<file path="src/sv/dtd_pkg.sv">
// dtd_pkg: shared types, constants and calendar helpers for the date/time difference block
// used by dtd_stamp_conv and datetime_difference; no other dependencies
`timescale 1ns / 1ps

package dtd_pkg;

	// field widths
	localparam int DAY_W    = 5;
	localparam int MONTH_W  = 4;
	localparam int YEAR_W   = 14;
	localparam int HOUR_W   = 5;
	localparam int MINUTE_W = 6;
	localparam int SECOND_W = 6;
	localparam int DNUM_W   = 22;
	localparam int DOY_W    = 9;

	// calendar limits
	localparam logic [YEAR_W-1:0]   YEAR_MAX   = YEAR_W'(9999);
	localparam logic [MONTH_W-1:0]  MONTH_FEB  = MONTH_W'(2);
	localparam logic [MONTH_W-1:0]  MONTH_MAR  = MONTH_W'(3);
	localparam logic [MONTH_W-1:0]  MONTH_DEC  = MONTH_W'(12);
	localparam logic [HOUR_W-1:0]   HOUR_MAX   = HOUR_W'(23);
	localparam logic [MINUTE_W-1:0] MINUTE_MAX = MINUTE_W'(59);
	localparam logic [SECOND_W-1:0] SECOND_MAX = SECOND_W'(59);
	localparam logic [HOUR_W-1:0]   HOURS_PER_DAY = HOUR_W'(24);
	localparam logic [MINUTE_W-1:0] MINS_PER_HOUR = MINUTE_W'(60);
	localparam logic [SECOND_W-1:0] SECS_PER_MIN  = SECOND_W'(60);

	// year / 100 as multiply by reciprocal, exact for all 14-bit years
	localparam int RECIP_100   = 5243;
	localparam int RECIP_W     = 13;
	localparam int RECIP_SHIFT = 19;
	localparam int CENT_W      = 8;
	localparam int YEAR_OFFSET = 400;

	// one timestamp as it arrives
	typedef struct packed {
		logic [DAY_W-1:0]    day;
		logic [MONTH_W-1:0]  month;
		logic [YEAR_W-1:0]   year;
		logic [HOUR_W-1:0]   hour;
		logic [MINUTE_W-1:0] minute;
		logic [SECOND_W-1:0] second;
	} dtd_stamp_t;

	// timestamp as day count plus time of day, with its check result
	typedef struct packed {
		logic                ok;
		logic [DNUM_W-1:0]   dnum;
		logic [HOUR_W-1:0]   hour;
		logic [MINUTE_W-1:0] minute;
		logic [SECOND_W-1:0] second;
	} dtd_time_t;

	// days before the start of a month in a march-based year
	function automatic logic [DOY_W-1:0] doy_offset(input logic [MONTH_W-1:0] mp);
		logic [DOY_W-1:0] r;
		case (mp)
			4'd0:    r = 9'd0;
			4'd1:    r = 9'd31;
			4'd2:    r = 9'd61;
			4'd3:    r = 9'd92;
			4'd4:    r = 9'd122;
			4'd5:    r = 9'd153;
			4'd6:    r = 9'd184;
			4'd7:    r = 9'd214;
			4'd8:    r = 9'd245;
			4'd9:    r = 9'd275;
			4'd10:   r = 9'd306;
			4'd11:   r = 9'd337;
			default: r = 9'd0;
		endcase
		return r;
	endfunction

endpackage

</file>
<file path="src/sv/dtd_stamp_conv.sv">
// dtd_stamp_conv: checks one timestamp and turns its date into a day count
// depends on dtd_pkg
`timescale 1ns / 1ps

module dtd_stamp_conv (
	input  dtd_pkg::dtd_stamp_t stamp,
	output dtd_pkg::dtd_time_t  tod
);
	import dtd_pkg::*;

	localparam int PROD_W = YEAR_W + RECIP_W;
	localparam int YY_W   = YEAR_W + 1;
	localparam int SUM_W  = DNUM_W + 2;

	logic [PROD_W-1:0]  cent_prod;
	logic [CENT_W-1:0]  cent;
	logic [YY_W-1:0]    cent_x100;
	logic               cent_exact;
	logic               leap;
	logic               early;
	logic [YY_W-1:0]    yy;
	logic [CENT_W:0]    yy_cent;
	logic [MONTH_W-1:0] mp;
	logic [DAY_W-1:0]   mlen;
	logic [SUM_W-1:0]   dsum;

	// century of the year and whether the year is a whole century
	assign cent_prod  = PROD_W'(stamp.year) * PROD_W'(RECIP_100);
	assign cent       = cent_prod[RECIP_SHIFT +: CENT_W];
	assign cent_x100  = (YY_W'(cent) << 6) + (YY_W'(cent) << 5) + (YY_W'(cent) << 2);
	assign cent_exact = (cent_x100 == YY_W'(stamp.year));
	assign leap       = (stamp.year[1:0] == 2'b00) && (!cent_exact || (cent[1:0] == 2'b00));

	// month length with leap years
	always_comb begin
		case (stamp.month) inside
			MONTH_FEB:                mlen = leap ? DAY_W'(29) : DAY_W'(28);
			4'd4, 4'd6, 4'd9, 4'd11:  mlen = DAY_W'(30);
			default:                  mlen = DAY_W'(31);
		endcase
	end

	// march-based year, shifted forward 400 years to stay positive
	assign early   = (stamp.month <= MONTH_FEB);
	assign yy      = YY_W'(stamp.year) + YY_W'(YEAR_OFFSET) - YY_W'(early);
	assign yy_cent = (CENT_W+1)'(cent) + (CENT_W+1)'(YEAR_OFFSET / 100)
	               - (CENT_W+1)'(early && cent_exact);
	assign mp      = early ? (stamp.month + MONTH_W'(9)) : (stamp.month - MONTH_MAR);

	// day count: 365 per year plus leap days plus day of year
	assign dsum = (SUM_W'(yy) << 8) + (SUM_W'(yy) << 6) + (SUM_W'(yy) << 5)
	            + (SUM_W'(yy) << 3) + (SUM_W'(yy) << 2) + SUM_W'(yy)
	            + SUM_W'(yy >> 2) - SUM_W'(yy_cent) + SUM_W'(yy_cent >> 2)
	            + SUM_W'(doy_offset(mp)) + SUM_W'(stamp.day);

	// range checks and packing
	always_comb begin
		tod.ok = (stamp.month >= MONTH_W'(1)) && (stamp.month <= MONTH_DEC)
		      && (stamp.year <= YEAR_MAX)
		      && (stamp.day >= DAY_W'(1)) && (stamp.day <= mlen)
		      && (stamp.hour <= HOUR_MAX)
		      && (stamp.minute <= MINUTE_MAX)
		      && (stamp.second <= SECOND_MAX);
		tod.dnum   = dsum[DNUM_W-1:0];
		tod.hour   = stamp.hour;
		tod.minute = stamp.minute;
		tod.second = stamp.second;
	end

endmodule

</file>
<file path="src/sv/datetime_difference.sv">
// datetime_difference: absolute difference of two checked calendar timestamps
// depends on dtd_pkg and dtd_stamp_conv
//
//  channel | signals                          | role
//  --------+----------------------------------+------------------------------
//  in      | in_valid, in_ready, *_a, *_b     | one word: two timestamps
//  out     | out_valid, out_ready, valid_res, | one word: check flag and
//          | diff_days/hours/minutes/seconds  | days + h:m:s difference
//
// three register stages (input, day count, output); one word accepted
// every cycle while the output side keeps up
// each stage holds its word when the next stage is full and stalled, so
// in_ready only drops once all three stages are occupied
// arst_n clears the stage valid flags; payload registers are not reset
`timescale 1ns / 1ps

module datetime_difference (
	input  logic                          clk,
	input  logic                          arst_n,
	input  logic                          in_valid,
	output logic                          in_ready,
	input  logic [dtd_pkg::DAY_W-1:0]     day_a,
	input  logic [dtd_pkg::MONTH_W-1:0]   month_a,
	input  logic [dtd_pkg::YEAR_W-1:0]    year_a,
	input  logic [dtd_pkg::HOUR_W-1:0]    hour_a,
	input  logic [dtd_pkg::MINUTE_W-1:0]  minute_a,
	input  logic [dtd_pkg::SECOND_W-1:0]  second_a,
	input  logic [dtd_pkg::DAY_W-1:0]     day_b,
	input  logic [dtd_pkg::MONTH_W-1:0]   month_b,
	input  logic [dtd_pkg::YEAR_W-1:0]    year_b,
	input  logic [dtd_pkg::HOUR_W-1:0]    hour_b,
	input  logic [dtd_pkg::MINUTE_W-1:0]  minute_b,
	input  logic [dtd_pkg::SECOND_W-1:0]  second_b,
	output logic                          out_valid,
	input  logic                          out_ready,
	output logic                          valid_res,
	output logic [dtd_pkg::DNUM_W-1:0]    diff_days,
	output logic [dtd_pkg::HOUR_W-1:0]    diff_hours,
	output logic [dtd_pkg::MINUTE_W-1:0]  diff_minutes,
	output logic [dtd_pkg::SECOND_W-1:0]  diff_seconds
);
	import dtd_pkg::*;

	logic       valid_s1, valid_s2, valid_s3;
	logic       adv_s2, adv_s3;
	dtd_stamp_t a_s1, b_s1;
	dtd_time_t  ta_c, tb_c;
	dtd_time_t  ta_s2, tb_s2;
	dtd_time_t  big, sml;
	logic       a_ge;

	logic [SECOND_W:0]   sec_raw;
	logic [MINUTE_W:0]   min_raw;
	logic [HOUR_W:0]     hour_raw;
	logic                sec_brw, min_brw, hour_brw;
	logic [SECOND_W-1:0] sec_d;
	logic [MINUTE_W-1:0] min_d;
	logic [HOUR_W-1:0]   hour_d;
	logic [DNUM_W-1:0]   day_d;
	logic                ok_c;

	logic                valid_res_s3;
	logic [DNUM_W-1:0]   days_s3;
	logic [HOUR_W-1:0]   hours_s3;
	logic [MINUTE_W-1:0] minutes_s3;
	logic [SECOND_W-1:0] seconds_s3;

	// stage handshake: a stage loads when it is empty or its word moves on
	assign adv_s3   = !valid_s3 || out_ready;
	assign adv_s2   = !valid_s2 || adv_s3;
	assign in_ready = !valid_s1 || adv_s2;

	always_ff @(posedge clk or negedge arst_n) begin
		if (!arst_n) begin
			valid_s1 <= 1'b0;
			valid_s2 <= 1'b0;
			valid_s3 <= 1'b0;
		end else begin
			if (in_ready) valid_s1 <= in_valid;
			if (adv_s2)   valid_s2 <= valid_s1;
			if (adv_s3)   valid_s3 <= valid_s2;
		end
	end

	// input register
	always_ff @(posedge clk) begin
		if (in_valid && in_ready) begin
			a_s1 <= '{day: day_a, month: month_a, year: year_a,
			          hour: hour_a, minute: minute_a, second: second_a};
			b_s1 <= '{day: day_b, month: month_b, year: year_b,
			          hour: hour_b, minute: minute_b, second: second_b};
		end
	end

	// date check and day count for each timestamp
	dtd_stamp_conv u_conv_a (.stamp(a_s1), .tod(ta_c));
	dtd_stamp_conv u_conv_b (.stamp(b_s1), .tod(tb_c));

	always_ff @(posedge clk) begin
		if (valid_s1 && adv_s2) begin
			ta_s2 <= ta_c;
			tb_s2 <= tb_c;
		end
	end

	// order the two stamps, larger first
	assign a_ge = {ta_s2.dnum, ta_s2.hour, ta_s2.minute, ta_s2.second}
	           >= {tb_s2.dnum, tb_s2.hour, tb_s2.minute, tb_s2.second};
	assign big  = a_ge ? ta_s2 : tb_s2;
	assign sml  = a_ge ? tb_s2 : ta_s2;

	// mixed-radix subtract: seconds, minutes, hours, days with borrows
	always_comb begin
		sec_raw  = {1'b0, big.second} - {1'b0, sml.second};
		sec_brw  = sec_raw[SECOND_W];
		sec_d    = sec_brw ? (sec_raw[SECOND_W-1:0] + SECS_PER_MIN) : sec_raw[SECOND_W-1:0];
		min_raw  = {1'b0, big.minute} - {1'b0, sml.minute} - (MINUTE_W+1)'(sec_brw);
		min_brw  = min_raw[MINUTE_W];
		min_d    = min_brw ? (min_raw[MINUTE_W-1:0] + MINS_PER_HOUR) : min_raw[MINUTE_W-1:0];
		hour_raw = {1'b0, big.hour} - {1'b0, sml.hour} - (HOUR_W+1)'(min_brw);
		hour_brw = hour_raw[HOUR_W];
		hour_d   = hour_brw ? (hour_raw[HOUR_W-1:0] + HOURS_PER_DAY) : hour_raw[HOUR_W-1:0];
		day_d    = big.dnum - sml.dnum - DNUM_W'(hour_brw);
		ok_c     = ta_s2.ok && tb_s2.ok;
	end

	// output register, zeroed when either stamp fails its check
	always_ff @(posedge clk) begin
		if (valid_s2 && adv_s3) begin
			valid_res_s3 <= ok_c;
			days_s3      <= ok_c ? day_d  : '0;
			hours_s3     <= ok_c ? hour_d : '0;
			minutes_s3   <= ok_c ? min_d  : '0;
			seconds_s3   <= ok_c ? sec_d  : '0;
		end
	end

	assign out_valid    = valid_s3;
	assign valid_res    = valid_res_s3;
	assign diff_days    = days_s3;
	assign diff_hours   = hours_s3;
	assign diff_minutes = minutes_s3;
	assign diff_seconds = seconds_s3;

endmodule

</file>
<file path="config.mk">
export PLATFORM = sky130hd
export DESIGN_NAME = datetime_difference
export DESIGN_NICKNAME = d
export VERILOG_FILES = /design/src/sv/dtd_pkg.sv /design/src/sv/dtd_stamp_conv.sv /design/src/sv/datetime_difference.sv
export SDC_FILE = /design/constraint.sdc
export NUM_CORES = 1
export LEC_CHECK = 0
export BUFFER_PORTS_ARGS = -buffer_cell sky130_fd_sc_hd__buf_2
export CORE_MARGIN = 3
export CORE_UTILIZATION = 37
export CTS_CLUSTER_DIAMETER = 150
export DETAILED_ROUTE_END_ITERATION = 12
export PLACE_DENSITY = 0.58
export SLEW_MARGIN = 30
export SYNTH_ARGS = -nofsm -noshare
export SYNTH_HDL_FRONTEND = slang
export SYNTH_HIERARCHICAL = 1
export SYNTH_SLANG_ARGS = --single-unit
</file>
<file path="constraint.sdc">
create_clock -name clk -period 17.7 [get_ports clk]
set_input_delay 1.77 -clock clk [delete_from_list [all_inputs] [get_ports clk]]
set_output_delay 1.77 -clock clk [all_outputs]
set_load 0.03 [all_outputs]
</file>
==> metrics <==
outcome finished, final reports clean; hold crit path type flop to flop; FILL cells between 7000 and 8000; share of flip-flops with an asynchronous set or reset 1.48%; TNS Setup 0 ns; core area 75100 um^2; final slew viol count 0; clock slew at reported path FFs ~0.06 ns; post_cts resized 0; count of input and output buffers roughly 130; final wirelength between 60000 and 70000 um; Final Hold Viols 0; Chip Width about 280 um; crit-path most repeated cell inv_1; kind of critical path flop to flop; max-cap check violation count 0; initial antenna violation count 5; final core utilization roughly two fifths; Post-Synthesis Cells roughly 2800; CP required ~18 ns; vias post-DR about 18000; Avg WL per Cell 16.0 um; normalized max-slew margin ~34%; WHS Path Cells 0; Sequential cell area 6080 um^2; total track usage between 10% and 20%; #FFs+latches synth approximately 200; initial core utilization roughly 38%; IO Count 126; top cells by area, synth fa_1 (23%), ha_1 (22%), edfxtp_1 (21%); post-route ant nets 0; Slew @ Worst Pin about 1 ns; Worst Setup Start Kind flop; Crit Path Max Fanout 8; Post-synth EDFFs 200; Synth cell types slightly below 100; GR Overflow Total 0; unrepaired setup endpoints after global routing no; multi-input gate area in the final layout just under 20000 um^2; total CTS buffers 28; Area growth syn-to-layout 8.97%; Synth Cell Area 28300 um^2; # Post-CTS Setup Buffers 0; global-route wire length before repair 103000 um; worst-skew pair later-pin latency 0.61 ns; hold_buf cts 0; Final Wtd Congestion approximately 0.87; register area share after synthesis between 20% and 30%; setup slack, reg-to-reg roughly 3.2 ns; std cell rows 100; total iterations of the first detailed-routing run 7; Worst Skew ~0.048 ns; top-area cell type share of the netlist area 22.7%; share of cells above drive strength 1 8.03%; HPWL Detailed around 52000 um; FF-to-FF End ta_s2[37]$_DFFE_PP_; Crit path largest cell delay 0.58 ns; Slowest cell on crit path fa_1; Finish-stage setup viols 0; clock sink count roughly 200; pin count of the biggest net entering global routing between 70 and 80; Placed Area ~30000 um^2; placed cells about 3800; post-layout instance count excluding filler cells between 3000 and 4000; die height between 200 and 300 um; DR DRC count 0; hold_sp b_s1[1]$_DFFE_PP_; CTS root buffer clkbuf_16; iteration-0 DRC count of the detailed router 918; vias in the first global route between 15000 and 20000; top_reg_cell synth edfxtp_1; commonest non-fill, non-tap cell in the layout inv_1; maximum clock rate approximately 0.069 GHz; worst r2r path cells 52; most frequent cells in the layout inv_1 (649), ha_1 (500), fa_1 (320); CTS Buffer Depth 3; Avg Cell Area, Syn 10.2 um^2; # nets final 3773; Final min period around 14 ns; reg2reg start a_s1[22]$_DFFE_PP_; Die Area approximately 80000 um^2; post-synth top area cell fa_1; critical path arrival ~15 ns; Post-Syn Nets 3661; endpoint class of the critical path flop; WHS Endpoint tb_s2[1]$_DFFE_PP_; CTS tree done; vias per std cell ~4.8; Design Area, Final slightly above 30000 um^2; period utilization roughly 82%; YS warnings 6; H-tree levels 1
[state kept, by name, indices dropped and copies added (netlist names)]
name / flops
a_s1: 40
b_s1: 40
ta_s2: 40
tb_s2: 40
diff_days: 22
diff_minutes: 6
diff_seconds: 6
diff_hours: 5
out_valid: 1
valid_res: 1
valid_s1: 1
valid_s2: 1
[synthesized netlist by cell type, types with 14 or more instances]
cell type,instances
a211oi_1,14
a21o_1,44
a21oi_1,123
a31oi_1,17
and3_1,37
buf_4,35
clkbuf_1,19
edfxtp_1,200
fa_1,320
ha_1,500
inv_1,649
nand2_1,74
nand2b_1,32
nand3_1,27
nand4_1,24
nor2_1,119
nor2b_1,25
nor3_1,38
o21a_1,20
o21ai_0,66
o21bai_1,19
xnor2_1,101
xor2_1,50
[critical path: cells and delay by family, from the launching register on]
family                     cells  cell delay [ns]
buffers and inverters         13             1.10
DFF                            1             0.56
and+or+nand+nor                8             1.76
adders and majority gates     17             7.18
AOI/OAI and AO/OA             10             2.49
xor gates and xnor gates       4             1.08
[cells by family after synthesis]
family / after synthesis / synth area share [%]
adder cells (fa/ha/maj): 820 / 44.8
AO/OA/AOI/OAI: 411 / 9.94
flip-flops: 203 / 21.5
buffers and inverters: 709 / 9.91
multiplexers: 22 / 0.832
AND/OR/NAND/NOR: 437 / 8.01
XOR/XNOR: 155 / 4.97
[area by class of cell]
| cell class | count | area share, % |
|---|---|---|
| multi-input combinational | 1845 | 63.0 |
| sequential | 203 | 19.7 |
| timing repair buffer | 140 | 2.41 |
| clock inverter | 22 | 0.654 |
| clock buffer | 29 | 2.29 |
| tap | 969 | 3.94 |
| inverter | 651 | 7.94 |
| antenna | 1 | 0.00813 |
[routing by layer]
metal  share of wire, %  track usage [%]  vias to the layer above
li1                   -                -                     9293
met1                 48             22.4                     8895
met2                 47             27.3                      226
met3                3.4             1.88                       50
met4                1.5             2.82                        6
met5              0.039                0                        -
[stage by stage]
stage	setup WS (ns)	hold WS [ns]
6_report	3.24	0.417
5_1_grt	2.24	0.430
4_1_cts	3.15	0.419
3_5_place_dp	3.19	0.405
3_3_place_gp	3.48	0.404
2_1_floorplan	4.55	0.449
[how the worst max path moves through the flow]
stage                             startpoint             endpoint  depth (start not counted)
after floorplan           a_s1[22]$_DFFE_PP_  ta_s2[37]$_DFFE_PP_                         52
after global placement    a_s1[22]$_DFFE_PP_  ta_s2[37]$_DFFE_PP_                         52
after detailed placement  a_s1[22]$_DFFE_PP_  ta_s2[37]$_DFFE_PP_                         52
final                     a_s1[22]$_DFFE_PP_  ta_s2[37]$_DFFE_PP_                         52
after CTS                 a_s1[23]$_DFFE_PP_  ta_s2[37]$_DFFE_PP_                         52
after global routing      a_s1[23]$_DFFE_PP_  ta_s2[37]$_DFFE_PP_                         52
Power is not shown: default switching activity piles up to over one toggle a cycle in this logic, so the estimate is an artifact.
